[src/rtl/core/bppc_pkg.sv]
// bppc_pkg: shared constants and types for the ball patch pixel classifier
// used by every module under rtl/core; no dependencies
`timescale 1ns / 1ps

package bppc_pkg;

    localparam int DEF_MAX_WIDTH  = 1024;
    localparam int DEF_MAX_HEIGHT = 1024;

    localparam int QUEUE_DEPTH = 4;

    localparam int CFG_IDX_W  = 3;
    localparam int CFG_DATA_W = 16;
    localparam int SIZE_CFG_W = 11;
    localparam int LEVEL_W    = 8;
    localparam int LIMIT_W    = 16;
    localparam int TOTAL_W    = 21;
    localparam int KIND_W     = 2;
    localparam int CHAN_W     = 8;

    localparam logic [CFG_IDX_W-1:0] REG_FRAME_WIDTH  = 3'd0;
    localparam logic [CFG_IDX_W-1:0] REG_FRAME_HEIGHT = 3'd1;
    localparam logic [CFG_IDX_W-1:0] REG_BRIGHT_LEVEL = 3'd2;
    localparam logic [CFG_IDX_W-1:0] REG_DARK_LEVEL   = 3'd3;
    localparam logic [CFG_IDX_W-1:0] REG_DARK_LIMIT   = 3'd4;
    localparam logic [CFG_IDX_W-1:0] REG_CUE_LIMIT    = 3'd5;
    localparam logic [CFG_IDX_W-1:0] REG_STRIPE_LIMIT = 3'd6;

    localparam logic [SIZE_CFG_W-1:0] RST_FRAME_WIDTH  = 11'd1024;
    localparam logic [SIZE_CFG_W-1:0] RST_FRAME_HEIGHT = 11'd1024;
    localparam logic [LEVEL_W-1:0]    RST_BRIGHT_LEVEL = 8'd100;
    localparam logic [LEVEL_W-1:0]    RST_DARK_LEVEL   = 8'd10;
    localparam logic [LIMIT_W-1:0]    RST_DARK_LIMIT   = 16'd12452;
    localparam logic [LIMIT_W-1:0]    RST_CUE_LIMIT    = 16'd13107;
    localparam logic [LIMIT_W-1:0]    RST_STRIPE_LIMIT = 16'd3277;

    localparam logic [KIND_W-1:0] KIND_EIGHT   = 2'd0;
    localparam logic [KIND_W-1:0] KIND_CUE     = 2'd1;
    localparam logic [KIND_W-1:0] KIND_STRIPED = 2'd2;
    localparam logic [KIND_W-1:0] KIND_SOLID   = 2'd3;

    typedef enum logic [2:0] {
        CLS_IDLE,
        CLS_AREA,
        CLS_PDARK,
        CLS_TDARK,
        CLS_TCUE,
        CLS_TSTRIPE,
        CLS_HOLD
    } cls_state_t;

endpackage

[src/rtl/core/bppc_class.sv]
// bppc_class: fraction tests on the frame totals and the result output register
// depends on bppc_pkg; fed by bppc_open
`timescale 1ns / 1ps

module bppc_class import bppc_pkg::*; #(
    parameter int MAX_WIDTH  = DEF_MAX_WIDTH,
    parameter int MAX_HEIGHT = DEF_MAX_HEIGHT,
    localparam int SW = $clog2(MAX_WIDTH + 1),
    localparam int SH = $clog2(MAX_HEIGHT + 1),
    localparam int CW = $clog2(MAX_WIDTH * MAX_HEIGHT + 1)
) (
    input  logic               aclk,
    input  logic               aresetn,
    input  logic               frame_end,
    input  logic [CW-1:0]      open_total,
    input  logic [CW-1:0]      dark_total,
    input  logic [SW-1:0]      frame_w,
    input  logic [SH-1:0]      frame_h,
    input  logic [LIMIT_W-1:0] dark_limit,
    input  logic [LIMIT_W-1:0] cue_limit,
    input  logic [LIMIT_W-1:0] stripe_limit,
    output logic               m_tvalid,
    input  logic               m_tready,
    output logic [47:0]        m_tdata
);

    localparam int PW = CW + LIMIT_W;

    cls_state_t state_reg, state_next;

    logic [CW-1:0]     open_reg, dark_reg, area_reg;
    logic [PW-1:0]     prod_reg;
    logic [KIND_W-1:0] kind_reg;
    logic [PW-1:0]     open_scaled, dark_scaled;

    assign open_scaled = {open_reg, {LIMIT_W{1'b0}}};
    assign dark_scaled = {dark_reg, {LIMIT_W{1'b0}}};

    always_ff @(posedge aclk) begin
        if (!aresetn) begin
            state_reg <= CLS_IDLE;
        end else begin
            state_reg <= state_next;
        end
    end

    always_comb begin
        state_next = state_reg;
        unique case (state_reg)
            CLS_IDLE:    if (frame_end) state_next = CLS_AREA;
            CLS_AREA:    state_next = CLS_PDARK;
            CLS_PDARK:   state_next = CLS_TDARK;
            CLS_TDARK:   state_next = (dark_scaled > prod_reg) ? CLS_HOLD : CLS_TCUE;
            CLS_TCUE:    state_next = (open_scaled > prod_reg) ? CLS_HOLD : CLS_TSTRIPE;
            CLS_TSTRIPE: state_next = CLS_HOLD;
            CLS_HOLD:    if (m_tready) state_next = CLS_IDLE;
            default:     state_next = CLS_IDLE;
        endcase
    end

    always_ff @(posedge aclk) begin
        unique case (state_reg)
            CLS_IDLE: begin
                open_reg <= open_total;
                dark_reg <= dark_total;
            end
            CLS_AREA: area_reg <= CW'(frame_w) * CW'(frame_h);
            CLS_PDARK: prod_reg <= PW'(dark_limit) * PW'(area_reg);
            CLS_TDARK: begin
                kind_reg <= KIND_EIGHT;
                prod_reg <= PW'(cue_limit) * PW'(area_reg);
            end
            CLS_TCUE: begin
                kind_reg <= KIND_CUE;
                prod_reg <= PW'(stripe_limit) * PW'(area_reg);
            end
            CLS_TSTRIPE: kind_reg <= (open_scaled > prod_reg) ? KIND_STRIPED : KIND_SOLID;
            default: ;
        endcase
    end

    assign m_tvalid = state_reg == CLS_HOLD;
    assign m_tdata  = {4'b0, TOTAL_W'(dark_reg), TOTAL_W'(open_reg), kind_reg};

endmodule

[config.mk]
export PLATFORM = sky130hd
export DESIGN_NAME = bppc_class
export DESIGN_NICKNAME = d
export VERILOG_FILES = /design/src/rtl/core/bppc_pkg.sv /design/src/rtl/core/bppc_class.sv
export SDC_FILE = /design/constraint.sdc
export NUM_CORES = 2
export LEC_CHECK = 0
export ABC_AREA = 1
export ABC_CLOCK_PERIOD_IN_PS = 15700
export BUFFER_PORTS_ARGS = -buffer_cell sky130_fd_sc_hd__buf_4
export CELL_PAD_IN_SITES_DETAIL_PLACEMENT = 1
export CELL_PAD_IN_SITES_GLOBAL_PLACEMENT = 1
export CORE_MARGIN = 1
export CORE_UTILIZATION = 40
export CTS_BUF_LIST = sky130_fd_sc_hd__clkbuf_2
export DETAILED_ROUTE_END_ITERATION = 6
export PLACE_DENSITY_LB_ADDON = 0.1
export SLEW_MARGIN = 20
export SYNTH_ARGS = -nofsm -noshare
export SYNTH_HDL_FRONTEND = slang
export SYNTH_SLANG_ARGS = --single-unit
[constraint.sdc]
create_clock -name aclk -period 15.7 [get_ports aclk]
set_input_delay 3.14 -clock aclk [delete_from_list [all_inputs] [get_ports aclk]]
set_output_delay 3.14 -clock aclk [all_outputs]
set_load 0.02 [all_outputs]
==> key figures <==
Synthesis
  – Cell accounting for the most synthesized area: fa_1
  – Synth Instances: slightly below 6000
  – Mean area per synthesized cell: ~7.5 um^2
  – Mapped cell area: 43900 um^2
  – Register bit count reported by yosys: approximately 110
  – Seq/Total Area, Yosys: 0.0711
  – Area contributors post-synth: fa_1 40%, inv_1 14%, nand2_1 14%
  – Yosys top cell area share: 0.397
  – Synth cell types: 48
  – Synth warn: 0

CTS
  – Sink Count: roughly 110
  – Reg clk slew, reported paths: around 370 ps
  – Root buf cell: clkbuf_2
  – Hold_buf cts: 0
  – H-tree depth: 3
  – Post-CTS setup buffer count: 0
  – CTS Buf Count: 9
  – Longest Clk Path Bufs: 2
  – Resize count post-CTS: 0
  – Clock latency on the worst-skew pair: 830 ps
  – Clock tree from TritonCTS: done

Routing
  – DR iter-0 viols: about 1700
  – DRT antenna net count: 0
  – DR vias/cell: 4.97
  – Via count: about 36000
  – DRC viols: 13
  – Routed len/inst: approximately 20 um
  – DRT Pass-1 Iters: 7
  – Final WL: between 100000 and 150000 um

Critical path
  – Critical path arrival: 8830 ps
  – Crit path largest cell delay: roughly 560 ps
  – Crit-path most repeated cell: fa_1
  – Slowest stage cell, crit path: fa_1
  – Setup Crit Path Kind: input pin to register
  – Crit end category: register
  – Buf/Inv on CP: 6
  – Crit-path cells: buf_4 -> nand2_1 -> fa_1 -> inv_1 -> fa_1 -> inv_1 -> fa_1 -> inv_1 -> fa_1 -> fa_1 -> inv_1 -> fa_1 -> inv_1 -> ha_1 -> nand2_1 -> nor2_2 -> nand2_1 -> nor3_1 -> nand3_1 -> nand3_1 -> nand2_1 -> nand3_1 -> nand3_1
  – WP data required: between 15000 and 20000 ps
  – Crit path max fanout: 21
  – Startpoint Class: input pin
  – Dominant delay contributor by cell family on the critical path: adder cells

Cells and area
  – Post-route cell area: 46400 um^2
  – P&R area growth vs syn: 5.62%
  – Max FFs per register: 37
  – Commonest cells after routing, fill and taps aside: 1695 x inv_1, 1686 x nand2_1, 871 x fa_1
  – Most common cell after layout, fill and taps aside: inv_1
  – Nets: about 7200
  – Fillers: roughly 14000
  – Share of layout cells above drive strength 1: 0.0449

Place
  – DP HPWL: around 120000 um
  – PortBufs: 160
  – Final GP Congestion: just over 0.9
  – Placement Cell Area: 46200 um^2

Timing
  – Fmax: around 120 MHz
  – RSZ-0062 raised after global routing: false
  – Max-slew violation count: 0
  – Finish-stage setup viols: 0
  – Tmin final: 8230 ps
  – Worst Skew: approximately 60 ps
  – Setup TNS: 0 ps
  – Worst slew margin: 0.191
  – Final Hold Viols: 0
  – Final worst path period share: 0.524
  – Slew @ Worst Pin: approximately 1200 ps

Floorplan
  – Initial core utilization: 0.403
  – Die ar.: about 110000 um^2
  – I/O pins: around 170
  – Die Y-Extent: 333 um
  – Die X: roughly 330 um
  – Core area: 109000 um^2
  – # rows: between 100 and 150

Global route
  – Largest net degree at the start of global routing: 43
  – Number of antenna violations at the first check in global routing: 4
  – Number of global-route vias before repair: just over 40000
  – GRT Total Usage: 0.267
  – Gr ovfl total: 0
  – First-pass GRT wire length: around 230000 um

Status
  – Failing checks: DRC
  – Status: finished, violations left

Worst hold path
  – Hold Path Class: register to register

Flow run
  – Max-Cap Viols: 0
==> metal layers <==
metal	up-vias	track usage	share of wire
met3	117	0.0148	0.027
met5	-	0	0.000083
met4	2	0.0422	0.014
met2	524	0.478	0.50
met1	18600	0.361	0.46
li1	16800	-	-
==> worst paths after layout <==
check	from	to	slack (ps)	cells after the start
worst min register to register	state_reg[1]	state_reg[0]	670	3
worst max register to register	area_reg[4]	prod_reg[36]	8240	21
worst min-delay path	state_reg[1]	state_reg[0]	670	3
worst max-delay path	stripe_limit[1]	prod_reg[36]	7470	23
==> cell usage after synthesis, drive strengths merged <==
| master | count |
|---|---|
| inv | 1709 |
| nand2 | 1694 |
| fa | 871 |
| ha | 426 |
| nor2 | 200 |
| clkbuf | 198 |
| nand3 | 176 |
| a21oi | 165 |
| edfxtp | 102 |
| o21ai | 94 |
| buf | 39 |
| xor2 | 26 |
| nand4 | 25 |
| nor3 | 21 |
| nand3b | 19 |
| xnor2 | 17 |
| o21bai | 15 |
| or2 | 12 |
| nor4 | 9 |
| a21o | 8 |
| o21a | 6 |
| a31oi | 4 |
| and2 | 3 |
| dfxtp | 3 |
| o221ai | 3 |
| clkinv | 2 |
| o211ai | 2 |
| a21boi | 1 |
| and3 | 1 |
| and3b | 1 |
| conb | 1 |
| nand2b | 1 |
| nor3b | 1 |
| o311ai | 1 |
| o31ai | 1 |
==> per-stage QoR <==
step | std cells | setup WS [ps] | utilization | hold slack (ps)
global route | 7252 | 7240 | 0.426 | 737
detailed placement | 7233 | 6550 | 0.425 | 640
floorplan | 5860 | 7520 | - | 564
global placement | 7232 | 6560 | 0.425 | 631
CTS | 7249 | 7450 | 0.426 | 668
finish | 7253 | 7470 | 0.426 | 666
==> area by class of cell <==
cell class                 instances  area, um^2  share of cell area
multi-input combinational       3807       33400               0.721
inverter                        1711        6420               0.139
sequential                       105        3120              0.0674
tap                             1414        1770              0.0382
timing repair buffer             196        1480              0.0319
clock inverter                     7        63.8             0.00138
clock buffer                       9        45.0            0.000972
antenna                            4        10.0            0.000216
==> cells by family (layout without fill, tap and decap cells) <==
group                    count (synthesis)  after routing  share of synthesized area
AND/OR/NAND/NOR                       2163           2163                      0.197
buffers and inverters                 1948           1923                      0.167
adder cells (fa/ha/maj)               1297           1297                      0.519
AO/OA/AOI/OAI                          300            300                     0.0370
flip-flops                             105            105                     0.0711
XOR/XNOR                                43             43                    0.00858
other                                    1              8                  0.0000854
==> tightest hold or removal path: stages, from the launching register on <==
cell and delay (ps):
dfxtp_1 460, nor2_1 90, nand2_1 70, a21oi_1 60
Power is not shown: default switching activity piles up to over one toggle a cycle in this logic, so the estimate is an artifact.
