<file path="src/rtl/core/bppc_pkg.sv">
// bppc_pkg: shared constants and types for the ball patch pixel classifier
// used by every module under rtl/core; no dependencies
`timescale 1ns / 1ps

package bppc_pkg;

    localparam int DEF_MAX_WIDTH  = 1024;
    localparam int DEF_MAX_HEIGHT = 1024;

    localparam int QUEUE_DEPTH = 4;

    localparam int CFG_IDX_W  = 3;
    localparam int CFG_DATA_W = 16;
    localparam int SIZE_CFG_W = 11;
    localparam int LEVEL_W    = 8;
    localparam int LIMIT_W    = 16;
    localparam int TOTAL_W    = 21;
    localparam int KIND_W     = 2;
    localparam int CHAN_W     = 8;

    localparam logic [CFG_IDX_W-1:0] REG_FRAME_WIDTH  = 3'd0;
    localparam logic [CFG_IDX_W-1:0] REG_FRAME_HEIGHT = 3'd1;
    localparam logic [CFG_IDX_W-1:0] REG_BRIGHT_LEVEL = 3'd2;
    localparam logic [CFG_IDX_W-1:0] REG_DARK_LEVEL   = 3'd3;
    localparam logic [CFG_IDX_W-1:0] REG_DARK_LIMIT   = 3'd4;
    localparam logic [CFG_IDX_W-1:0] REG_CUE_LIMIT    = 3'd5;
    localparam logic [CFG_IDX_W-1:0] REG_STRIPE_LIMIT = 3'd6;

    localparam logic [SIZE_CFG_W-1:0] RST_FRAME_WIDTH  = 11'd1024;
    localparam logic [SIZE_CFG_W-1:0] RST_FRAME_HEIGHT = 11'd1024;
    localparam logic [LEVEL_W-1:0]    RST_BRIGHT_LEVEL = 8'd100;
    localparam logic [LEVEL_W-1:0]    RST_DARK_LEVEL   = 8'd10;
    localparam logic [LIMIT_W-1:0]    RST_DARK_LIMIT   = 16'd12452;
    localparam logic [LIMIT_W-1:0]    RST_CUE_LIMIT    = 16'd13107;
    localparam logic [LIMIT_W-1:0]    RST_STRIPE_LIMIT = 16'd3277;

    localparam logic [KIND_W-1:0] KIND_EIGHT   = 2'd0;
    localparam logic [KIND_W-1:0] KIND_CUE     = 2'd1;
    localparam logic [KIND_W-1:0] KIND_STRIPED = 2'd2;
    localparam logic [KIND_W-1:0] KIND_SOLID   = 2'd3;

    typedef enum logic [2:0] {
        CLS_IDLE,
        CLS_AREA,
        CLS_PDARK,
        CLS_TDARK,
        CLS_TCUE,
        CLS_TSTRIPE,
        CLS_HOLD
    } cls_state_t;

endpackage

</file>
<file path="src/rtl/core/bppc_fifo.sv">
// bppc_fifo: short queue between the pixel front end and the opening engine
// depends on bppc_pkg
`timescale 1ns / 1ps

module bppc_fifo import bppc_pkg::*; #(
    parameter int DW = 8
) (
    input  logic          aclk,
    input  logic          aresetn,
    input  logic          push,
    output logic          ready,
    input  logic [DW-1:0] wdata,
    output logic          valid,
    input  logic          pop,
    output logic [DW-1:0] rdata
);

    localparam int PW = $clog2(QUEUE_DEPTH);
    localparam int NW = $clog2(QUEUE_DEPTH + 1);

    logic [DW-1:0] slot_reg [QUEUE_DEPTH];
    logic [PW-1:0] wr_ptr_reg, rd_ptr_reg;
    logic [NW-1:0] fill_reg;

    assign ready = fill_reg != NW'(QUEUE_DEPTH);
    assign valid = fill_reg != '0;
    assign rdata = slot_reg[rd_ptr_reg];

    always_ff @(posedge aclk) begin
        if (!aresetn) begin
            wr_ptr_reg <= '0;
            rd_ptr_reg <= '0;
            fill_reg   <= '0;
        end else begin
            if (push) begin
                wr_ptr_reg <= wr_ptr_reg + PW'(1);
            end
            if (pop) begin
                rd_ptr_reg <= rd_ptr_reg + PW'(1);
            end
            fill_reg <= fill_reg + NW'(push) - NW'(pop);
        end
    end

    always_ff @(posedge aclk) begin
        if (push) begin
            slot_reg[wr_ptr_reg] <= wdata;
        end
    end

endmodule

</file>
<file path="config.mk">
export PLATFORM = sky130hd
export DESIGN_NAME = bppc_fifo
export DESIGN_NICKNAME = d
export VERILOG_FILES = /design/src/rtl/core/bppc_pkg.sv /design/src/rtl/core/bppc_fifo.sv
export SDC_FILE = /design/constraint.sdc
export NUM_CORES = 1
export LEC_CHECK = 0
export ABC_AREA = 1
export BUFFER_PORTS_ARGS = -buffer_cell sky130_fd_sc_hd__buf_2
export CAP_MARGIN = 30
export CORE_MARGIN = 5
export CORE_UTILIZATION = 56
export CTS_CLUSTER_SIZE = 14
export DETAILED_ROUTE_END_ITERATION = 6
export GPL_TIMING_DRIVEN = 0
export MAX_ROUTING_LAYER = met4
export PLACE_DENSITY = 0.77
export SYNTH_ARGS = -nofsm -noshare
export SYNTH_HDL_FRONTEND = slang
export SYNTH_SLANG_ARGS = --single-unit
</file>
<file path="constraint.sdc">
create_clock -name aclk -period 2 [get_ports aclk]
set_input_delay 0.2 -clock aclk [delete_from_list [all_inputs] [get_ports aclk]]
set_output_delay 0.2 -clock aclk [all_outputs]
set_load 0.1 [all_outputs]
</file>
==> results.yml, run 1 <==
cts:
  cts_sinks: 41
  htreeDepth: 2
  cts_resized: 0
  clk_latency_ps: 340
  cts_hold_buf: 0
  root_buffer: "clkbuf_4"
  cts_buffer_depth: 2
  cts-buffers-inserted: 5
  cts_setup_buffers: 0
  clk_pin_slew_worst_paths_ps: 110
  tritoncts: "yes"
yosys:
  syn_area_um2: 1720
  synthCells: 148
  syn_area_per_cell_um2: 11.6
  synth.top_cell.area_share_pct: 56.0
  seq_area_frac_synth_pct: 66.5
  synthMostInstantiatedCell: "edfxtp_1"
  ys_warn_count: 0
  synth_top_area_cell: "edfxtp_1"
  synthesis.nets: 167
  synthArstFlopShare_pct: 0
  synthTopCellsByArea: "edfxtp_1 56%, dfxtp_1 11%, inv_1 6.8%"
  ys_types: 15
  ys.flop_type: "edfxtp_1"
  synth_edf_count: 32
  yosys-top-cells-count: "32 x edfxtp_1, 31 x inv_1, 25 x nand2_1"
  synth.ff_latch_count: 41
outcome:
  outcome: "finished clean"
place:
  dp_hpwl_mm: 2.16
  post_dp_cell_area_um2: 1860
  port-buffer-count: 21
  place_ws_ps: 434
  gp_congestion: 0.725
sta:
  max_freq_ghz: 0.547
  fin_skew_ps: 10.1
  period_share_pct: 91.4
  fin_tns_setup_ps: 0
  finalMaxSlewViolations: 0
  period_needed_ps: 1830
  rsz0062_at_grt: "no"
  hold_violations: 0
  setup_viol: 0
  worst_pin_slew_ps: 497
  maxSlewHeadroom_pct: 67.1
  timing.hold.ws_ps: 60.0
  fin_ws_ps: 172
die:
  io_pins: 22
  die_w_um: 65.3
  initial_core_util_pct: 57.1
  rows: 20
  chipHeight_um: 65.3
  die_area_um2: 4270
  coreArea_um2: 3000
route:
  drt_wl_total_mm: 3.07
  viasPerCell: 5.30
  ant_nets: 0
  drtIter0Drc: 35
  routedWlPerCell_um: 14.6
  drc_errors: 0
  dr.pass1.iters: 5
  vias: 1112
pwr:
  ir_drop_mv: 0.513
  total_power_uw: 2030
  powerDensity_nw_per_um2: 1050
  p_leak_uw: 0.000842
worst_setup_path:
  r2r_start: "fill_reg[0]"
  critPathMaxStageDelay_ps: 420
  cp_top_family: "buffers and inverters"
  path_class: "reg2out"
  crit_path_end_kind: "primary output"
  timing.critical_path.buf_inv: 2
  slowest_stage: "buf_2"
  cp_cell_sequence: "buf_6 -> a21oi_1 -> o21ai_0 -> nand2_1 -> buf_2"
  start_kind: "flip-flop"
  cp.required_ps: 1800
  cp_data_arrival_time_ps: 1630
  cp_max_fo: 10
  r2r_setup_slack_ps: 390
finish:
  final_nets: 195
  final_area_um2: 1940
  layout-drive-gt1-share_pct: 18.6
  area_growth_pct: 12.9
  largest_reg_flops: 32
  diodes: 0
global_routing:
  grt_overflow: 0
  grt_max_degree: 13
  grt_pass1_vias: 1140
  grt_usage_pct: 17.4
  grt_pass1_wl_mm: 5.24
  antenna_found_initial: 0
run:
  drv_cap: 0
min_path:
  min_from: "wdata[3]"
  hold_class: "in2reg"
final timing paths:
| check | depth (start not counted) | to |
|---|---|---|
| min | 1 | slot_reg[1][3] |
| max | 5 | rdata[0] |
| max reg2reg | 9 | fill_reg[2] |
| min reg2reg | 2 | rd_ptr_reg[1] |
final cells by class:
| type | instances | area [um^2] |
|---|---|---|
| multi-input combinational | 71 | 405 |
| tap | 33 | 41.3 |
| timing repair buffer | 21 | 105 |
| clock buffer | 6 | 41.3 |
| sequential | 41 | 1140 |
| inverter | 31 | 116 |
| fill | 239 | 1070 |
| buffer | 5 | 52.6 |
| clock inverter | 2 | 33.8 |
routing by layer:
layer,global-route usage [%],wire length [um],vias to the layer above
met2,29.5,1620,26
met3,3.08,110,8
met1,19.9,1260,530
met4,8.55,74,0
met5,-,0,-
li1,-,-,548
cells by family (layout without fill, tap and decap cells):
logic type      Yosys count  in the layout  synth area share, %
simple gates             30             30                 6.78
flops                    41             41                 66.5
fa+ha+maj                 7              7                 5.54
buf+inv                  36             65                 9.85
compound gates           34             34                 11.3
placed cells by master (no fill, tap or decap), drive strengths merged:
cell type / instances
nor2: 2
fa: 1
o211ai: 8
bufinv: 1
nand2: 25
dfxtp: 9
buf: 26
clkinv: 1
ha: 6
o21ai: 12
inv: 31
a21oi: 14
nand3: 3
clkbuf: 6
edfxtp: 32
where the power goes:
part	leakage [uW]	internal [uW]	switching [uW]
combinational	0.000433	101	417
clock	0.0000399	260	253
sequential	0.000369	971	27.0
metrics by stage:
stage               cells  utilization, %
floorplan             148               -
global placement      202            62.0
detailed placement    202            62.0
CTS                   210            64.5
global route          210            64.5
finish                210            64.5
No activity file was read; power rests on OpenSTA's default activity.
==> run 2: changes to the inputs <==
--- a/config.mk
+++ b/config.mk
@@ -8,6 +8,7 @@
 export ABC_AREA = 1
 export BUFFER_PORTS_ARGS = -buffer_cell sky130_fd_sc_hd__buf_2
 export CAP_MARGIN = 30
+export CORE_ASPECT_RATIO = 1.25
 export CORE_MARGIN = 5
 export CORE_UTILIZATION = 56
 export CTS_CLUSTER_SIZE = 14
@@ -15,6 +16,7 @@
 export GPL_TIMING_DRIVEN = 0
 export MAX_ROUTING_LAYER = met4
 export PLACE_DENSITY = 0.77
+export RECOVER_POWER = 50
 export SYNTH_ARGS = -nofsm -noshare
 export SYNTH_HDL_FRONTEND = slang
 export SYNTH_SLANG_ARGS = --single-unit
==> run 2 against run 1 <==
Against the previous run: worst hold slack gained 34 ps; cell area down 0.52%; register-to-register slack better by 60 ps; setup slack better by 22 ps; non-clock buffer count is the same; cell count rose by 1.4%; first-iteration DRC count decreased by 40%; clock skew rose by 1.4 ps; sequential cell count is the same; sequential power about the same.
==> results.yml, run 2 (same netlist as run 1, synthesis figures left out) <==
sta:
  rsz0062_at_grt: "no"
  worst_pin_slew_ps: 489
  maxSlewHeadroom_pct: 67.6
  period_share_pct: 90.3
  timing.hold.ws_ps: 94.3
  period_needed_ps: 1810
  hold_violations: 0
  max_freq_ghz: 0.554
  setup_viol: 0
  fin_tns_setup_ps: 0
  finalMaxSlewViolations: 0
  fin_skew_ps: 11.5
pwr:
  ir_drop_mv: 0.921
  p_comb_share_pct: 25.7
  p_sw_uw: 675
  clkPwrFrac_pct: 23.4
  power.internal_uw: 1280
  powerDensity_nw_per_um2: 1020
  p_leak_uw: 0.000820
  netSwitchingFraction_pct: 34.5
  share_seq_of_total_power_pct: 50.9
route:
  drc_errors: 0
  dr.pass1.iters: 6
  ant_nets: 0
  viasPerCell: 5.19
  vias: 1106
  routedWlPerCell_um: 13.2
  drtIter0Drc: 21
  drt_wl_total_mm: 2.81
global_routing:
  grt_usage_pct: 15.6
  grt_pass1_wl_mm: 4.69
  antenna_found_initial: 0
  grt_max_degree: 14
  grt_overflow: 0
  grt_pass1_vias: 1107
cts:
  cts-buffers-inserted: 5
  cts_buffer_depth: 2
  root_buffer: "clkbuf_4"
  tritoncts: "yes"
  htreeDepth: 2
  clk_pin_slew_worst_paths_ps: 100
  cts_resized: 0
  cts_hold_buf: 0
  cts_setup_buffers: 0
  clk_latency_ps: 340
  cts_sinks: 41
finish:
  layout-drive-gt1-share_pct: 14.7
  final_cells: 213
  diodes: 0
  area_growth_pct: 12.3
  final_cell_mix: "32 x edfxtp_1, 31 x inv_1, 25 x nand2_1, 13 x a21oi_1, 13 x buf_2"
  largest_reg_flops: 32
  final_nets: 195
  final_common_cell: "edfxtp_1"
die:
  initial_core_util_pct: 58.2
  die_w_um: 59.5
  io_pins: 22
  rows: 22
  coreArea_um2: 2950
  chipHeight_um: 71.9
  die_area_um2: 4280
worst_setup_path:
  path_class: "reg2out"
  slowest_stage: "dfxtp_1"
  cp.required_ps: 1800
  critPathMaxStageDelay_ps: 440
  cp_data_arrival_time_ps: 1610
  cp_max_fo: 10
  start_kind: "flip-flop"
  crit_path_end_kind: "primary output"
  cp_cell_sequence: "buf_4 -> o211ai_1 -> nand2_1 -> buf_2"
place:
  dp_cells: 205
  port-buffer-count: 21
  gp_congestion: 0.757
  dp_hpwl_mm: 2.05
run:
  drv_cap: 0
min_path:
  hold_class: "in2reg"
outcome:
  outcome: "finished clean"
-- run 2: changes by cell type in the layout (fill, tap and decap cells not counted) --
cell | before | now
clkinv_1 | 1 | 0
clkinv_2 | 0 | 1
bufinv_16 | 1 | 0
buf_2 | 21 | 13
clkbuf_16 | 0 | 1
clkbuf_1 | 1 | 9
-- run 2: routing by layer --
layer	vias up	part of all wire (%)	GRT usage, %
met3	5	5.6	5.77
met1	526	37	14.8
li1	551	-	-
met2	24	56	27.3
met5	-	0	-
met4	0	1.7	7.14
-- run 2: worst paths after layout --
path | start | end | slack (ps) | cells past startpoint
max reg2reg | fill_reg[0] | fill_reg[2] | 450 | 8
min | pop | rd_ptr_reg[0] | 90 | 2
min reg2reg | rd_ptr_reg[1] | flip-flop | 480 | 2
max | flip-flop | rdata[3] | 190 | 4
-- run 2: critical path, delay by kind of cell (launching register included) --
| family | cells | cell delay [ps] |
|---|---|---|
| flops | 1 | 440 |
| compound gates | 1 | 110 |
| simple gates | 1 | 80 |
| buf+inv | 2 | 630 |
-- run 2: layout make-up --
cell class	count	area, um^2
inverter	31	116
fill	241	1020
buffer	5	52.6
tap	36	45.0
timing repair buffer	21	95.1
multi-input combinational	71	405
clock buffer	7	66.3
clock inverter	1	5.00
sequential	41	1140
-- run 2: power groups by stage --
stage	Combinational [uW]	Sequential [uW]	Clock (uW)
3_5_place_dp	511	1020	0
2_1_floorplan	420	1010	0
6_report	503	996	457
5_1_grt	544	1000	509
4_1_cts	512	996	475
3_3_place_gp	497	1010	0
-- run 2: per-stage QoR --
step	setup slack (ps)	cell area (um^2)	total power [uW]	utilization, %
2_1_floorplan	457	1720	1430	-
3_3_place_gp	498	1870	1510	63.3
3_5_place_dp	456	1870	1530	63.3
4_1_cts	149	1940	1980	65.8
5_1_grt	44.2	1930	2060	65.4
6_report	194	1930	1960	65.4
==> run 3: changes to the inputs <==
--- a/config.mk
+++ b/config.mk
@@ -10,12 +10,12 @@
 export CAP_MARGIN = 30
 export CORE_ASPECT_RATIO = 1.25
 export CORE_MARGIN = 5
-export CORE_UTILIZATION = 56
+export CORE_UTILIZATION = 50
 export CTS_CLUSTER_SIZE = 14
 export DETAILED_ROUTE_END_ITERATION = 6
 export GPL_TIMING_DRIVEN = 0
 export MAX_ROUTING_LAYER = met4
-export PLACE_DENSITY = 0.77
+export PLACE_DENSITY = 0.72
 export RECOVER_POWER = 50
 export SYNTH_ARGS = -nofsm -noshare
 export SYNTH_HDL_FRONTEND = slang
==> constraint.sdc (replaced) <==
create_clock -name aclk -period 1.55 [get_ports aclk]
set_input_delay 0.155 -clock aclk [delete_from_list [all_inputs] [get_ports aclk]]
set_output_delay 0.155 -clock aclk [all_outputs]
set_load 0.1 [all_outputs]
==> run 3 against run 2 <==
Against the previous run: via count shrank 1.7%; setup slack lost 150 ps; die area grew 10%; cell area grew 6.6%; critical path depth is the same; combinational power grew 48%; global-route usage shrank 1.7 points; critical path type unchanged; largest cell class unchanged; cell count grew 0.94%; count of clock-buffer cells in the layout grew 1; first-iteration DRC count shrank 19%; core utilization shrank 2.2 points.
==> results.yml, run 3 (same netlist as run 1, synthesis figures left out) <==
cts:
  cts_sinks: 41
  tritoncts: "yes"
  clk_latency_ps: 280
  cts_buffer_depth: 2
  root_buffer: "clkbuf_8"
  cts-buffers-inserted: 5
  clk_pin_slew_worst_paths_ps: 70
  cts_hold_buf: 0
  htreeDepth: 2
finish:
  final_nets: 196
  diodes: 0
  final_common_cell: "edfxtp_1"
  regArea_um2: 1140
  area_growth_pct: 19.8
  largest_reg_flops: 32
  final_cell_mix: "32 x edfxtp_1, 28 x inv_1, 25 x nand2_1, 13 x a21oi_1"
  multiInputGateArea_um2: 428
  fillCellCount: 259
  final_area_um2: 2050
  layout-drive-gt1-share_pct: 19.1
pwr:
  p_leak_uw: 0.000855
  total_power_uw: 2720
  clkPwrFrac_pct: 25.1
  netSwitchingFraction_pct: 33.2
  share_seq_of_total_power_pct: 47.5
  p_sw_uw: 900
  power.internal_uw: 1820
  ir_drop_mv: 0.970
  p_comb_share_pct: 27.4
  powerDensity_nw_per_um2: 1320
die:
  initial_core_util_pct: 52.8
  die_w_um: 62.4
  chipHeight_um: 75.5
  die_area_um2: 4710
  rows: 23
  io_pins: 22
  coreArea_um2: 3250
worst_setup_path:
  cp_data_arrival_time_ps: 1350
  path_class: "reg2out"
  critPathMaxStageDelay_ps: 350
  cp_max_fo: 10
  crit_path_end_kind: "primary output"
  slowest_stage: "dfxtp_2"
  cp.required_ps: 1390
  start_kind: "flip-flop"
  cp_cell_sequence: "buf_4 -> o21ai_0 -> nand2_1 -> buf_12"
sta:
  rsz0062_at_grt: "yes"
  worst_pin_slew_ps: 489
  max_freq_ghz: 0.665
  period_share_pct: 97.1
  maxSlewHeadroom_pct: 67.7
  timing.hold.ws_ps: 126
  finalMaxSlewViolations: 0
  period_needed_ps: 1500
  hold_violations: 0
  fin_tns_setup_ps: 0
  setup_viol: 0
  fin_skew_ps: 4.25
route:
  routedWlPerCell_um: 13.6
  viasPerCell: 5.06
  drtIter0Drc: 17
  dr.pass1.iters: 4
  vias: 1087
  drt_wl_total_mm: 2.93
  ant_nets: 0
  drc_errors: 0
min_path:
  hold_class: "in2reg"
global_routing:
  grt_overflow: 0
  grt_usage_pct: 14.0
  grt_pass1_wl_mm: 4.72
  grt_max_degree: 13
  antenna_found_initial: 0
  grt_pass1_vias: 1086
place:
  post_dp_cell_area_um2: 1870
  port-buffer-count: 21
  dp_hpwl_mm: 2.06
  gp_congestion: 0.667
run:
  drv_cap: 0
outcome:
  outcome: "finished clean"
-- run 3: changes by cell type in the layout (fill, tap and decap cells not counted), moves of 2 or more --
| cell | before | now |
|---|---|---|
| ha_1 | 6 | 4 |
| buf_2 | 13 | 5 |
| inv_2 | 0 | 3 |
| buf_6 | 4 | 9 |
| buf_12 | 0 | 3 |
| inv_1 | 31 | 28 |
| clkbuf_4 | 5 | 0 |
| clkbuf_8 | 0 | 6 |
-- run 3: metrics by stage --
step	util, %	cells	setup slack, ps
after global placement	57.4	206	56.0
after global routing	63.2	215	-30.8
after CTS	61.7	214	-11.3
after detailed placement	57.4	206	-16.7
final	63.2	215	45.4
after floorplan	-	148	52.0
-- run 3: path summary, 6_finish.rpt --
| path | from | end | slack [ps] | depth (start not counted) |
|---|---|---|---|---|
| setup reg to reg | fill_reg[0] | fill_reg[1] | 70 | 7 |
| hold reg to reg | rd_ptr_reg[1] | flip-flop | 470 | 2 |
| setup / recovery | flip-flop | rdata[6] | 50 | 4 |
| hold / removal | wdata[7] | slot_reg[2][7] | 130 | 1 |
-- run 3: final cells by class --
cell class	count	share of cell area [%]
Clock buffer	8	4.38
Buffer	5	2.56
Tap cell	37	2.25
Multi-Input combinational cell	71	20.8
Timing Repair Buffer	22	8.71
Inverter	31	5.66
Sequential cell	41	55.6
-- run 3: layer usage --
layer  wire [um]  vias up  GRT usage, %
met5           0        -             -
met4          69        0          7.08
met3         141        8          3.83
met2        1610       27          26.6
met1        1110      505          12.9
li1            -      547             -
-- run 3: worst max-delay path: cells and delay by family (launching register included) --
family / cells / cell delay, ps
compound gates: 1 / 210
buf+inv: 2 / 370
flops: 1 / 350
simple gates: 1 / 140
-- run 3: power groups by stage --
stage          Combinational [uW]  Sequential, uW  Clock [uW]
4_1_cts                       703            1290         699
3_5_place_dp                  659            1310           0
3_3_place_gp                  641            1310           0
6_report                      744            1290         683
2_1_floorplan                 542            1300           0
5_1_grt                       796            1300         747
-- run 3: repair_timing --
item,4_1_cts,5_1_grt
pin swaps,0,3
endpoints found under the setup margin,9,6
gates resized for setup,17,14
buffers inserted,0,1
gates cloned,0,0
