==> src/rtl/core/bppc_pkg.sv <==
// bppc_pkg: shared constants and types for the ball patch pixel classifier
// used by every module under rtl/core; no dependencies
`timescale 1ns / 1ps

package bppc_pkg;

    localparam int DEF_MAX_WIDTH  = 1024;
    localparam int DEF_MAX_HEIGHT = 1024;

    localparam int QUEUE_DEPTH = 4;

    localparam int CFG_IDX_W  = 3;
    localparam int CFG_DATA_W = 16;
    localparam int SIZE_CFG_W = 11;
    localparam int LEVEL_W    = 8;
    localparam int LIMIT_W    = 16;
    localparam int TOTAL_W    = 21;
    localparam int KIND_W     = 2;
    localparam int CHAN_W     = 8;

    localparam logic [CFG_IDX_W-1:0] REG_FRAME_WIDTH  = 3'd0;
    localparam logic [CFG_IDX_W-1:0] REG_FRAME_HEIGHT = 3'd1;
    localparam logic [CFG_IDX_W-1:0] REG_BRIGHT_LEVEL = 3'd2;
    localparam logic [CFG_IDX_W-1:0] REG_DARK_LEVEL   = 3'd3;
    localparam logic [CFG_IDX_W-1:0] REG_DARK_LIMIT   = 3'd4;
    localparam logic [CFG_IDX_W-1:0] REG_CUE_LIMIT    = 3'd5;
    localparam logic [CFG_IDX_W-1:0] REG_STRIPE_LIMIT = 3'd6;

    localparam logic [SIZE_CFG_W-1:0] RST_FRAME_WIDTH  = 11'd1024;
    localparam logic [SIZE_CFG_W-1:0] RST_FRAME_HEIGHT = 11'd1024;
    localparam logic [LEVEL_W-1:0]    RST_BRIGHT_LEVEL = 8'd100;
    localparam logic [LEVEL_W-1:0]    RST_DARK_LEVEL   = 8'd10;
    localparam logic [LIMIT_W-1:0]    RST_DARK_LIMIT   = 16'd12452;
    localparam logic [LIMIT_W-1:0]    RST_CUE_LIMIT    = 16'd13107;
    localparam logic [LIMIT_W-1:0]    RST_STRIPE_LIMIT = 16'd3277;

    localparam logic [KIND_W-1:0] KIND_EIGHT   = 2'd0;
    localparam logic [KIND_W-1:0] KIND_CUE     = 2'd1;
    localparam logic [KIND_W-1:0] KIND_STRIPED = 2'd2;
    localparam logic [KIND_W-1:0] KIND_SOLID   = 2'd3;

    typedef enum logic [2:0] {
        CLS_IDLE,
        CLS_AREA,
        CLS_PDARK,
        CLS_TDARK,
        CLS_TCUE,
        CLS_TSTRIPE,
        CLS_HOLD
    } cls_state_t;

endpackage

==> src/rtl/core/bppc_front.sv <==
// bppc_front: accepts pixel words, thresholds them and tracks the raster position
// depends on bppc_pkg; feeds bppc_fifo
`timescale 1ns / 1ps

module bppc_front import bppc_pkg::*; #(
    parameter int MAX_WIDTH  = DEF_MAX_WIDTH,
    parameter int MAX_HEIGHT = DEF_MAX_HEIGHT,
    localparam int SW = $clog2(MAX_WIDTH + 1),
    localparam int SH = $clog2(MAX_HEIGHT + 1),
    localparam int DW = SW + SH + 2
) (
    input  logic                  aclk,
    input  logic                  aresetn,
    input  logic                  s_tvalid,
    output logic                  s_tready,
    input  logic [3*CHAN_W-1:0]   s_tdata,
    input  logic [SIZE_CFG_W-1:0] frame_width,
    input  logic [SIZE_CFG_W-1:0] frame_height,
    input  logic [LEVEL_W-1:0]    bright_level,
    input  logic [LEVEL_W-1:0]    dark_level,
    output logic                  q_push,
    input  logic                  q_ready,
    output logic [DW-1:0]         q_data
);

    localparam int FCW = $clog2(MAX_WIDTH);
    localparam int FRW = $clog2(MAX_HEIGHT);

    logic [FCW-1:0] col_reg;
    logic [FRW-1:0] row_reg;
    logic [SW-1:0]  w_reg;
    logic [SH-1:0]  h_reg;
    logic [SW-1:0]  cur_w;
    logic [SH-1:0]  cur_h;
    logic [CHAN_W-1:0] blue, green, red;
    logic first, bright, dark, col_end, row_end;

    function automatic logic [SW-1:0] clamp_w(input logic [SIZE_CFG_W-1:0] v);
        if (v == '0) begin
            return SW'(1);
        end else if (32'(v) > 32'(MAX_WIDTH)) begin
            return SW'(MAX_WIDTH);
        end
        return SW'(v);
    endfunction

    function automatic logic [SH-1:0] clamp_h(input logic [SIZE_CFG_W-1:0] v);
        if (v == '0) begin
            return SH'(1);
        end else if (32'(v) > 32'(MAX_HEIGHT)) begin
            return SH'(MAX_HEIGHT);
        end
        return SH'(v);
    endfunction

    assign blue  = s_tdata[CHAN_W-1:0];
    assign green = s_tdata[2*CHAN_W-1:CHAN_W];
    assign red   = s_tdata[3*CHAN_W-1:2*CHAN_W];

    assign first   = (col_reg == '0) && (row_reg == '0);
    assign cur_w   = first ? clamp_w(frame_width) : w_reg;
    assign cur_h   = first ? clamp_h(frame_height) : h_reg;
    assign bright  = (blue >= bright_level) && (green >= bright_level) && (red >= bright_level);
    assign dark    = (blue < dark_level) || (green < dark_level) || (red < dark_level);
    assign col_end = SW'(col_reg) == cur_w - SW'(1);
    assign row_end = SH'(row_reg) == cur_h - SH'(1);

    assign s_tready = q_ready;
    assign q_push   = s_tvalid && q_ready;
    assign q_data   = {cur_h, cur_w, dark, bright};

    always_ff @(posedge aclk) begin
        if (!aresetn) begin
            col_reg <= '0;
            row_reg <= '0;
        end else if (q_push) begin
            if (col_end) begin
                col_reg <= '0;
                row_reg <= row_end ? '0 : row_reg + FRW'(1);
            end else begin
                col_reg <= col_reg + FCW'(1);
            end
        end
    end

    always_ff @(posedge aclk) begin
        if (q_push && first) begin
            w_reg <= cur_w;
            h_reg <= cur_h;
        end
    end

endmodule

==> config.mk <==
export PLATFORM = sky130hd
export DESIGN_NAME = bppc_front
export DESIGN_NICKNAME = d
export VERILOG_FILES = /design/src/rtl/core/bppc_pkg.sv /design/src/rtl/core/bppc_front.sv
export SDC_FILE = /design/constraint.sdc
export NUM_CORES = 1
export LEC_CHECK = 0
export ABC_AREA = 1
export ABC_CLOCK_PERIOD_IN_PS = 3500
export BUFFER_PORTS_ARGS = -buffer_cell sky130_fd_sc_hd__buf_2
export CORE_UTILIZATION = 45
export DETAILED_ROUTE_END_ITERATION = 6
export HOLD_SLACK_MARGIN = 0.1
export PLACE_DENSITY = 0.65
export SLEW_MARGIN = 0
export SYNTH_ARGS = -nofsm -noshare
export SYNTH_HDL_FRONTEND = slang
export SYNTH_SLANG_ARGS = --single-unit
==> constraint.sdc <==
create_clock -name aclk -period 3.5 [get_ports aclk]
set_input_delay 0.7 -clock aclk [delete_from_list [all_inputs] [get_ports aclk]]
set_output_delay 0.7 -clock aclk [all_outputs]
set_load 0.01 [all_outputs]
==> out/summary.md, run 1 <==
In this run the remaining antenna-violating nets after routing total 0. The number of global-route vias before repair is 4174. The starting utilization of the core area is 46.56%, and the design area is 5388 um^2.

Of the cells placed in the final design, the portion with a size suffix greater than 1 is 23.63%. After floorplanning, the core was sized to cover 9819 um^2. In this run the power density over the cells is 284.0 nW/um^2.

The worst setup path is captured at a register. Detailed placement finished with a half-perimeter wire length of 9884 um. Highest clock frequency the design can meet: 310.9 MHz. After clock tree synthesis, the flow added hold-fix buffers numbering 0. The tools report the number of antenna cells inserted as 0. The die covers 10570 um^2. The die height is 102.8 um, and the number of pins exceeding their max-slew limit in the final report is 0. The worst pin sits at a relative slew slack of 59.74%. IR analysis of the VDD net gives a maximum drop of 134.5 uV. The register bit count reported by yosys was 42.

The detailed router finished its first iteration with 292 violations. In the post-route analysis, the smallest setup slack over all paths is 283.2 ps. In this run, CTS created clock tree buffers numbering 5. The tools report the first-pass iteration count of the detailed router as 6. After routing, the total negative slack on setup checks comes to 0 ps. The most used flip-flop cell after synthesis is sky130_fd_sc_hd__edfxtp_1.

The area added between synthesis and finish was 17.84%. The actual slew at the worst max-slew pin works out to 599.8 ps. The total overflow left after global routing is 0. The fraction of the core area covered by cells at the end of the flow is 54.87%, and the synthesized area is 4572 um^2.

The data arrival time at the worst-slack endpoint came out at 3450 ps. In this run the count of I/O pins placed on the die edge is 92. The most common cell after layout, fill and taps aside was sky130_fd_sc_hd__nand2_1. Number of filler instances in the final layout: 981. Final count of hold timing violations: 0. Once placement finished, the instance area stood at 5215 um^2. The average instance area after synthesis came out at 6.763 um^2. Max-cap violations in this run came to 0. By startpoint and endpoint, the worst setup path is classified as register to register.

In this run the tool buffered the top-level ports with 91 buffer cells. Dividing the detail-routed via count by the number of cells gives 5.041. In this run the horizontal extent of the chip is 102.8 um. Final critical-path share of the clock period: 91.91%. At the worst endpoint, the required time is 3730 ps.

The number of vias after detailed routing is 4618. The number of cells produced by synthesis is 676, and the number of rows created at floorplan is 36. The first global-routing pass estimated 19020 um of wire. The number of H-tree branching levels came out at 2. Counting flops with an async set or reset pin after synthesis yields a share of 0%. The run gives 0.9088 as the weighted congestion at the end of routability-driven global placement. The tools report the setup clock skew after layout as 6.636 ps. Synthesis produced a netlist with a net count of 793. The cell sitting at the root of the clock tree is a sky130_fd_sc_hd__clkbuf_8.

The multi-input combinational cells in the finished layout cover a total of 3089 um^2. The completed layout was analyzed and its total power is 1.530 mW. The top cell types in the final layout, fill and taps aside, are sky130_fd_sc_hd__nand2_1 (158), sky130_fd_sc_hd__inv_1 (100), sky130_fd_sc_hd__buf_2 (91). The sequential standard cell area was 1061 um^2.

At the placement stage, the worst setup path has a slack of 40.60 ps. The run gives 42 as the number of clock sinks. Clock latency at the later pin of the worst-skew pair: 300 ps. TritonCTS built the clock tree. The number of cells in the design after placement came out at 902.

The tools report the final count of negative-setup-slack endpoints as 0. The flow ran to the end, and the final reports show no timing, DRC or antenna violations. The tools report the number of warnings issued by yosys as 0.

The count of cells in the finished layout, fillers not included, comes to 916. For this block, the routed nets add up to 12000 um of wire. After synthesis, flip-flops and latches occupy 23.21% of the total area.

After detailed routing, the average wire length per cell comes to 13.10 um. The CTS clock-pin slew for the worst setup and hold paths is 90 ps, and the number of synthesized flops with an enable pin is 22. The leakage dissipation was 2.784 nW; the worst hold margin was 549.3 ps. Minimum period implied by the final worst setup slack: 3217 ps. The tightest min-delay check is of the register to register type. The logs give 23 for the largest net degree at the start of global routing and 0 for the number of antenna violations at the first check in global routing.

Global routing used 22.80% of the available tracks. In this run the worst path has a maximum fanout of 7. The number of library cell types mapped by synthesis was 38; the final-stage net count was 899. The clock passes through at most 2 buffers. The type of element launching the critical path is a register. After detailed routing, the number of remaining DRC violations is 0.
==> cells in the mapped netlist, drive strengths merged, types with 2 or more instances <==
master	number	share of area (%)
edfxtp	22	14
nand4	15	2.1
a21boi	4	0.66
nor3b	3	0.60
o21ai	21	2.6
o211ai	2	0.33
nand3b	2	0.33
nor2	92	9.8
dfxtp	20	8.8
ha	51	14
xor2	15	2.9
nor3	6	0.66
or2	3	0.41
a21oi	20	2.3
buf	9	1.7
a211oi	2	0.33
inv	105	8.6
nand2	179	16
o21a	9	1.5
nand3	88	11
o221ai	2	0.38
o21bai	4	0.90
==> cell families after synthesis <==
logic type                 share of synthesized area, %
DFF                                               23.21
AOI/OAI and AO/OA                                 8.976
xor gates and xnor gates                          2.874
adders and majority gates                         13.96
and+or+nand+nor                                   40.64
buffers and inverters                             10.34
==> routing by layer <==
layer / track usage, % / vias to the layer above / part of all wire (%)
li1: - / 2421 / -
met1: 29.98 / 2061 / 47
met2: 40.21 / 118 / 48
met3: 2.305 / 18 / 4.6
met4: 5.309 / 0 / 1.2
met5: 0 / - / 0
==> worst max-delay path, cell delays in order, from the launching register on <==
cell	delay (ps)
sky130_fd_sc_hd__dfxtp_1	430
sky130_fd_sc_hd__inv_2	100
sky130_fd_sc_hd__ha_1	200
sky130_fd_sc_hd__nand2_1	70
sky130_fd_sc_hd__inv_1	50
sky130_fd_sc_hd__nand2_1	120
sky130_fd_sc_hd__nor2_4	70
sky130_fd_sc_hd__buf_4	150
sky130_fd_sc_hd__nand3_1	110
sky130_fd_sc_hd__nor2_2	50
sky130_fd_sc_hd__nor2_2	110
sky130_fd_sc_hd__ha_2	210
sky130_fd_sc_hd__nand3_2	130
sky130_fd_sc_hd__nor2_4	190
sky130_fd_sc_hd__nand3_1	90
sky130_fd_sc_hd__nand2_1	90
sky130_fd_sc_hd__nand2_1	60
sky130_fd_sc_hd__nor2_2	120
sky130_fd_sc_hd__nand2_1	70
sky130_fd_sc_hd__nor2_1	140
sky130_fd_sc_hd__nand3_2	120
sky130_fd_sc_hd__nor2_4	210
sky130_fd_sc_hd__nand3_1	100
sky130_fd_sc_hd__a21oi_1	160
==> repair_timing <==
action | 4_1_cts | 5_1_grt
setup buffers | 0 | 6
gates resized for setup | 0 | 12
endpoints found under the setup margin | 0 | 20
==> where the power goes <==
| group | switching [mW] | internal, mW | leakage (nW) | total (mW) |
|---|---|---|---|---|
| sequential | 0.00672 | 0.543 | 0.370 | 0.549 |
| combinational | 0.417 | 0.248 | 2.37 | 0.665 |
| clock | 0.178 | 0.138 | 0.0426 | 0.316 |
==> path summary, 6_finish.rpt <==
kind,from,endpoint,slack [ps],cells past startpoint
worst max-delay path,col_reg[0]$_SDFFE_PN0P_,row_reg[3]$_SDFFE_PN0P_,280,23
worst min-delay path,col_reg[1]$_SDFFE_PN0P_,col_reg[1]$_SDFFE_PN0P_,550,2
worst max register to register,col_reg[0]$_SDFFE_PN0P_,row_reg[3]$_SDFFE_PN0P_,280,23
worst min register to register,col_reg[1]$_SDFFE_PN0P_,col_reg[1]$_SDFFE_PN0P_,550,2
==> layout make-up <==
type                    instances  share of cell area (%)
inverters                     105                   7.315
well taps                     133                   3.089
multi-input cells             520                   57.34
clock inverters                 2                  0.1626
flip-flops and latches         42                   19.69
clock buffers                   6                   1.347
repair buffers                108                   11.05
Note: power is estimated with default switching activity, not from simulation.
==> run 2, diff against run 1 <==
Settings changed: ABC_AREA 1 to not set, PLACE_DENSITY 0.65 to 0.66.
==> run 2 against run 1 <==
Against the previous run: clock-buffer cell count stayed put; critical path type unchanged; core utilization is 11 points higher; sequential power is 4% higher; final cell count is 8.6% lower; clock power is 47% higher; critical endpoint is now row_reg[6]$_SDFFE_PN0P_; register-to-register slack worse by 260 ps; non-clock buffer count is 78 higher; power is 14% higher; synthesized cell count is 19% lower; fmax is 7.4% lower.
==> out/summary.md, run 2 <==
Entering global routing, the biggest net connects 23 pins. The tools report the destination of the worst hold path as row_reg[0]$_SDFFE_PN0P_. Counting flops with an async set or reset pin after synthesis yields a share of 0%. The routed design could run at a clock period as short as 3473 ps. Remaining number of nets flagged by the antenna check after routing: 0.

The logs give 2 for the clock tree buffer depth and 3680 ps for the data arrival time at the worst-slack endpoint. For the first-pass GRT wire length, the log shows 22200 um. The most common cell in the synthesized netlist is sky130_fd_sc_hd__ha_1. Global-route total usage across every layer: 27.26%.

The tools report the number of antenna violations at the first check in global routing as 0. The dominant cell type by area after synthesis is sky130_fd_sc_hd__edfxtp_1. The worst setup path is captured at a register. The run gives 30 ps as the worst setup slack for register-to-register paths. The die area is 10240 um^2.

After synthesis, the cell types taking the most area are sky130_fd_sc_hd__edfxtp_1 (15%), sky130_fd_sc_hd__ha_1 (14%), sky130_fd_sc_hd__dfxtp_1 (9.0%). After the first detailed-routing iteration, the DRC count stood at 240. The run gives 824 as the final-stage net count.

The tools report the DRC violation count after routing as 0. In this run the most critical hold path is launched from row_reg[0]$_SDFFE_PN0P_. The flow ran to the end, and the final reports show no timing, DRC or antenna violations. Area added between synthesis and finish: 38.80%.

The highest net fanout along the worst path was 12; the worst hold margin was 591.7 ps. Each instance of the synthesized netlist takes up on average 8.110 um^2. The number of cells produced by synthesis is 546. After floorplanning, the core was sized to cover 9371 um^2. Clock tree synthesis found a total of 42 sinks. Headroom to the max-slew limit came out at 66.11%. Dividing total power by cell area gives a power density of 284.8 nW/um^2. In the final layout, the multi-input gates occupy 3463 um^2. Leaving out fill and tap cells, the most frequent cell in the layout is sky130_fd_sc_hd__buf_4.

The worst hold path was traced through 3 stages. Clock tree synthesis selected as its root buffer the cell sky130_fd_sc_hd__clkbuf_8. For this run, the top clock speed supported by timing is 287.9 MHz.

From left edge to right edge, the die measures 101.2 um. Setup repair after global routing could not meet its margin everywhere. The most used flip-flop cell after synthesis is sky130_fd_sc_hd__edfxtp_1. The HPWL after detailed placement is 10660 um.

The library cells used most frequently in the layout, excluding fill and tap cells, are sky130_fd_sc_hd__buf_4 (93), sky130_fd_sc_hd__buf_2 (89), sky130_fd_sc_hd__ha_1 (47). The via density per instance is 5.812, and the number of global-route vias before repair is 4762. The run gives 0 as the final count of negative-setup-slack endpoints.

The worst register-to-register path begins at row_reg[1]$_SDFFE_PN0P_. The number of antenna diodes in the final layout is 0. Sorting the synthesized cells by how often they occur yields sky130_fd_sc_hd__ha_1 (51), sky130_fd_sc_hd__nand2_1 (40), sky130_fd_sc_hd__nor2_1 (39). The final count of hold timing violations is 0, and the actual slew at the worst max-slew pin is 503.6 ps. The net count of the mapped netlist was 663; the share of Yosys cell area claimed by the top area cell type was 14.92%.

The starting utilization of the core area was 47.25%; the average wire per cell in the routed design was 16.66 um. In this run the core area contains 35 standard-cell rows. The setup clock skew after layout was 8.917 ps; the CTS clock-pin slew for the worst setup and hold paths was 100 ps. Sequential elements use 23.96% of the synthesized area. The worst-case IR drop observed on VDD is 182.1 uV.

Yosys mapped a number of flops with a built-in enable equal to 22. In the final layout, the share of cells above drive strength 1 is 36.44%. The number of cells on the worst reg-to-reg path was 18; the number of I/O port buffers was 91.

For this design the top-level I/O count stands at 92. Summed over all cells, the static leakage comes to 2.862 nW. For the weighted congestion at the end of routability-driven global placement, the log shows 0.9351. Type of element launching the critical path: a register. In this run the critical register-to-register path is captured at row_reg[6]$_SDFFE_PN0P_. The sequential standard cell area is 1065 um^2. CTS built an H-tree with a depth of 2. The final critical-path share of the clock period is 99.23%. Synthesis inferred 42 register bits.

The synthesized area is 4428 um^2, and the first-pass iteration count of the detailed router is 5. After filler insertion, the fill cell instance count of the layout stands at 816. TritonCTS built the clock tree. The tightest min-delay check is of the register to register type. During synthesis, Yosys emitted a total of 0 warnings. The total routed wirelength is 13950 um, and the die height is 101.2 um.

The worst setup path is of the register to register kind. Number of vias after detailed routing: 4865. The number of pins exceeding their max-slew limit in the final report came out at 0. Clock latency on the worst-skew pair, taken at its later pin, is 310 ps.

The number of clock buffers added by TritonCTS is 5. Counting distinct cell types in the post-synthesis netlist gives 63. The required time reported for the critical path endpoint was 3700 ps. Setup total negative slack on the finished layout was measured at 0 ps.

For the max-cap violation count, the log shows 0. The run gives 0 as the leftover overflow at the end of global routing.
run 2: how the worst max path moves through the flow:
| stage | from | endpoint | slack [ps] |
|---|---|---|---|
| 2_1_floorplan | row_reg[3]$_SDFFE_PN0P_ | row_reg[3]$_SDFFE_PN0P_ | -30 |
| 3_3_place_gp | frame_height[6] | row_reg[4]$_SDFFE_PN0P_ | -250 |
| 3_5_place_dp | frame_height[6] | row_reg[8]$_SDFFE_PN0P_ | -390 |
| 4_1_cts | col_reg[0]$_SDFFE_PN0P_ | row_reg[7]$_SDFFE_PN0P_ | 4 |
| 5_1_grt | col_reg[0]$_SDFFE_PN0P_ | row_reg[9]$_SDFFE_PN0P_ | -150 |
| 6_report | row_reg[1]$_SDFFE_PN0P_ | row_reg[6]$_SDFFE_PN0P_ | 30 |
run 2: where the power goes:
part | internal [mW] | total (mW) | switching (mW)
Clock | 0.258 | 0.466 | 0.208
Sequential | 0.546 | 0.569 | 0.0231
Combinational | 0.335 | 0.715 | 0.380
Total | 1.14 | 1.75 | 0.611
run 2: cells by family (layout without fill, tap and decap cells):
kind of cell	count (synthesis)	count (layout)	share of synthesized area, %
xor gates and xnor gates	28	28	5.538
buffers and inverters	67	229	6.555
AOI/OAI and AO/OA	152	152	23.26
and+or+nand+nor	200	200	24.89
adders and majority gates	51	51	14.41
muxes	6	6	1.385
DFF	42	42	23.96
run 2: final cells by class:
type / instances / area share, %
clock buffers: 6 / 1.527
clock inverters: 2 / 0.6311
multi-input cells: 437 / 56.35
inverters: 35 / 2.138
flip-flops and latches: 42 / 17.32
repair buffers: 186 / 19.40
well taps: 129 / 2.626
run 2: critical path: stages (launching register included):
cell,delay [ps]
sky130_fd_sc_hd__dfxtp_2,340
sky130_fd_sc_hd__inv_2,50
sky130_fd_sc_hd__ha_2,180
sky130_fd_sc_hd__nor4b_4,220
sky130_fd_sc_hd__and2_4,220
sky130_fd_sc_hd__nand2_8,90
sky130_fd_sc_hd__nand2_1,90
sky130_fd_sc_hd__o21a_1,180
sky130_fd_sc_hd__ha_4,190
sky130_fd_sc_hd__nand2b_4,90
sky130_fd_sc_hd__nor4_4,210
sky130_fd_sc_hd__xnor2_1,160
sky130_fd_sc_hd__a21oi_1,90
sky130_fd_sc_hd__a32oi_1,150
sky130_fd_sc_hd__a31oi_1,130
sky130_fd_sc_hd__or4_4,480
sky130_fd_sc_hd__o41ai_4,220
sky130_fd_sc_hd__buf_4,200
sky130_fd_sc_hd__a21oi_1,50
run 2: per-layer routing:
layer / global-route usage (%) / routed length (um)
met5: 0 / 0
met4: 10.14 / 366
met3: 3.313 / 979
met2: 46.52 / 6632
met1: 35.30 / 5968
run 2: through the flow:
stage	power (mW)	cell area, um^2	utilization (%)	std cells	setup WS, ps
4_1_cts	1.697	5909	63.06	830	3.915
3_3_place_gp	1.185	5619	59.96	816	-253.6
3_5_place_dp	1.204	5619	59.96	816	-393.6
2_1_floorplan	0.9567	4583	-	546	-26.67
5_1_grt	1.832	6146	65.58	837	-145.1
6_report	1.750	6146	65.58	837	27.11
run 2: what timing repair did:
action                                  in CTS  in global routing
endpoints found under the setup margin      19                 19
pin swaps                                   13                 14
gates cloned                                 1                  0
setup buffers                                5                  7
hold buffers                                 0                  0
resized for setup                           19                 36
hold endpoints to repair                     0                  0
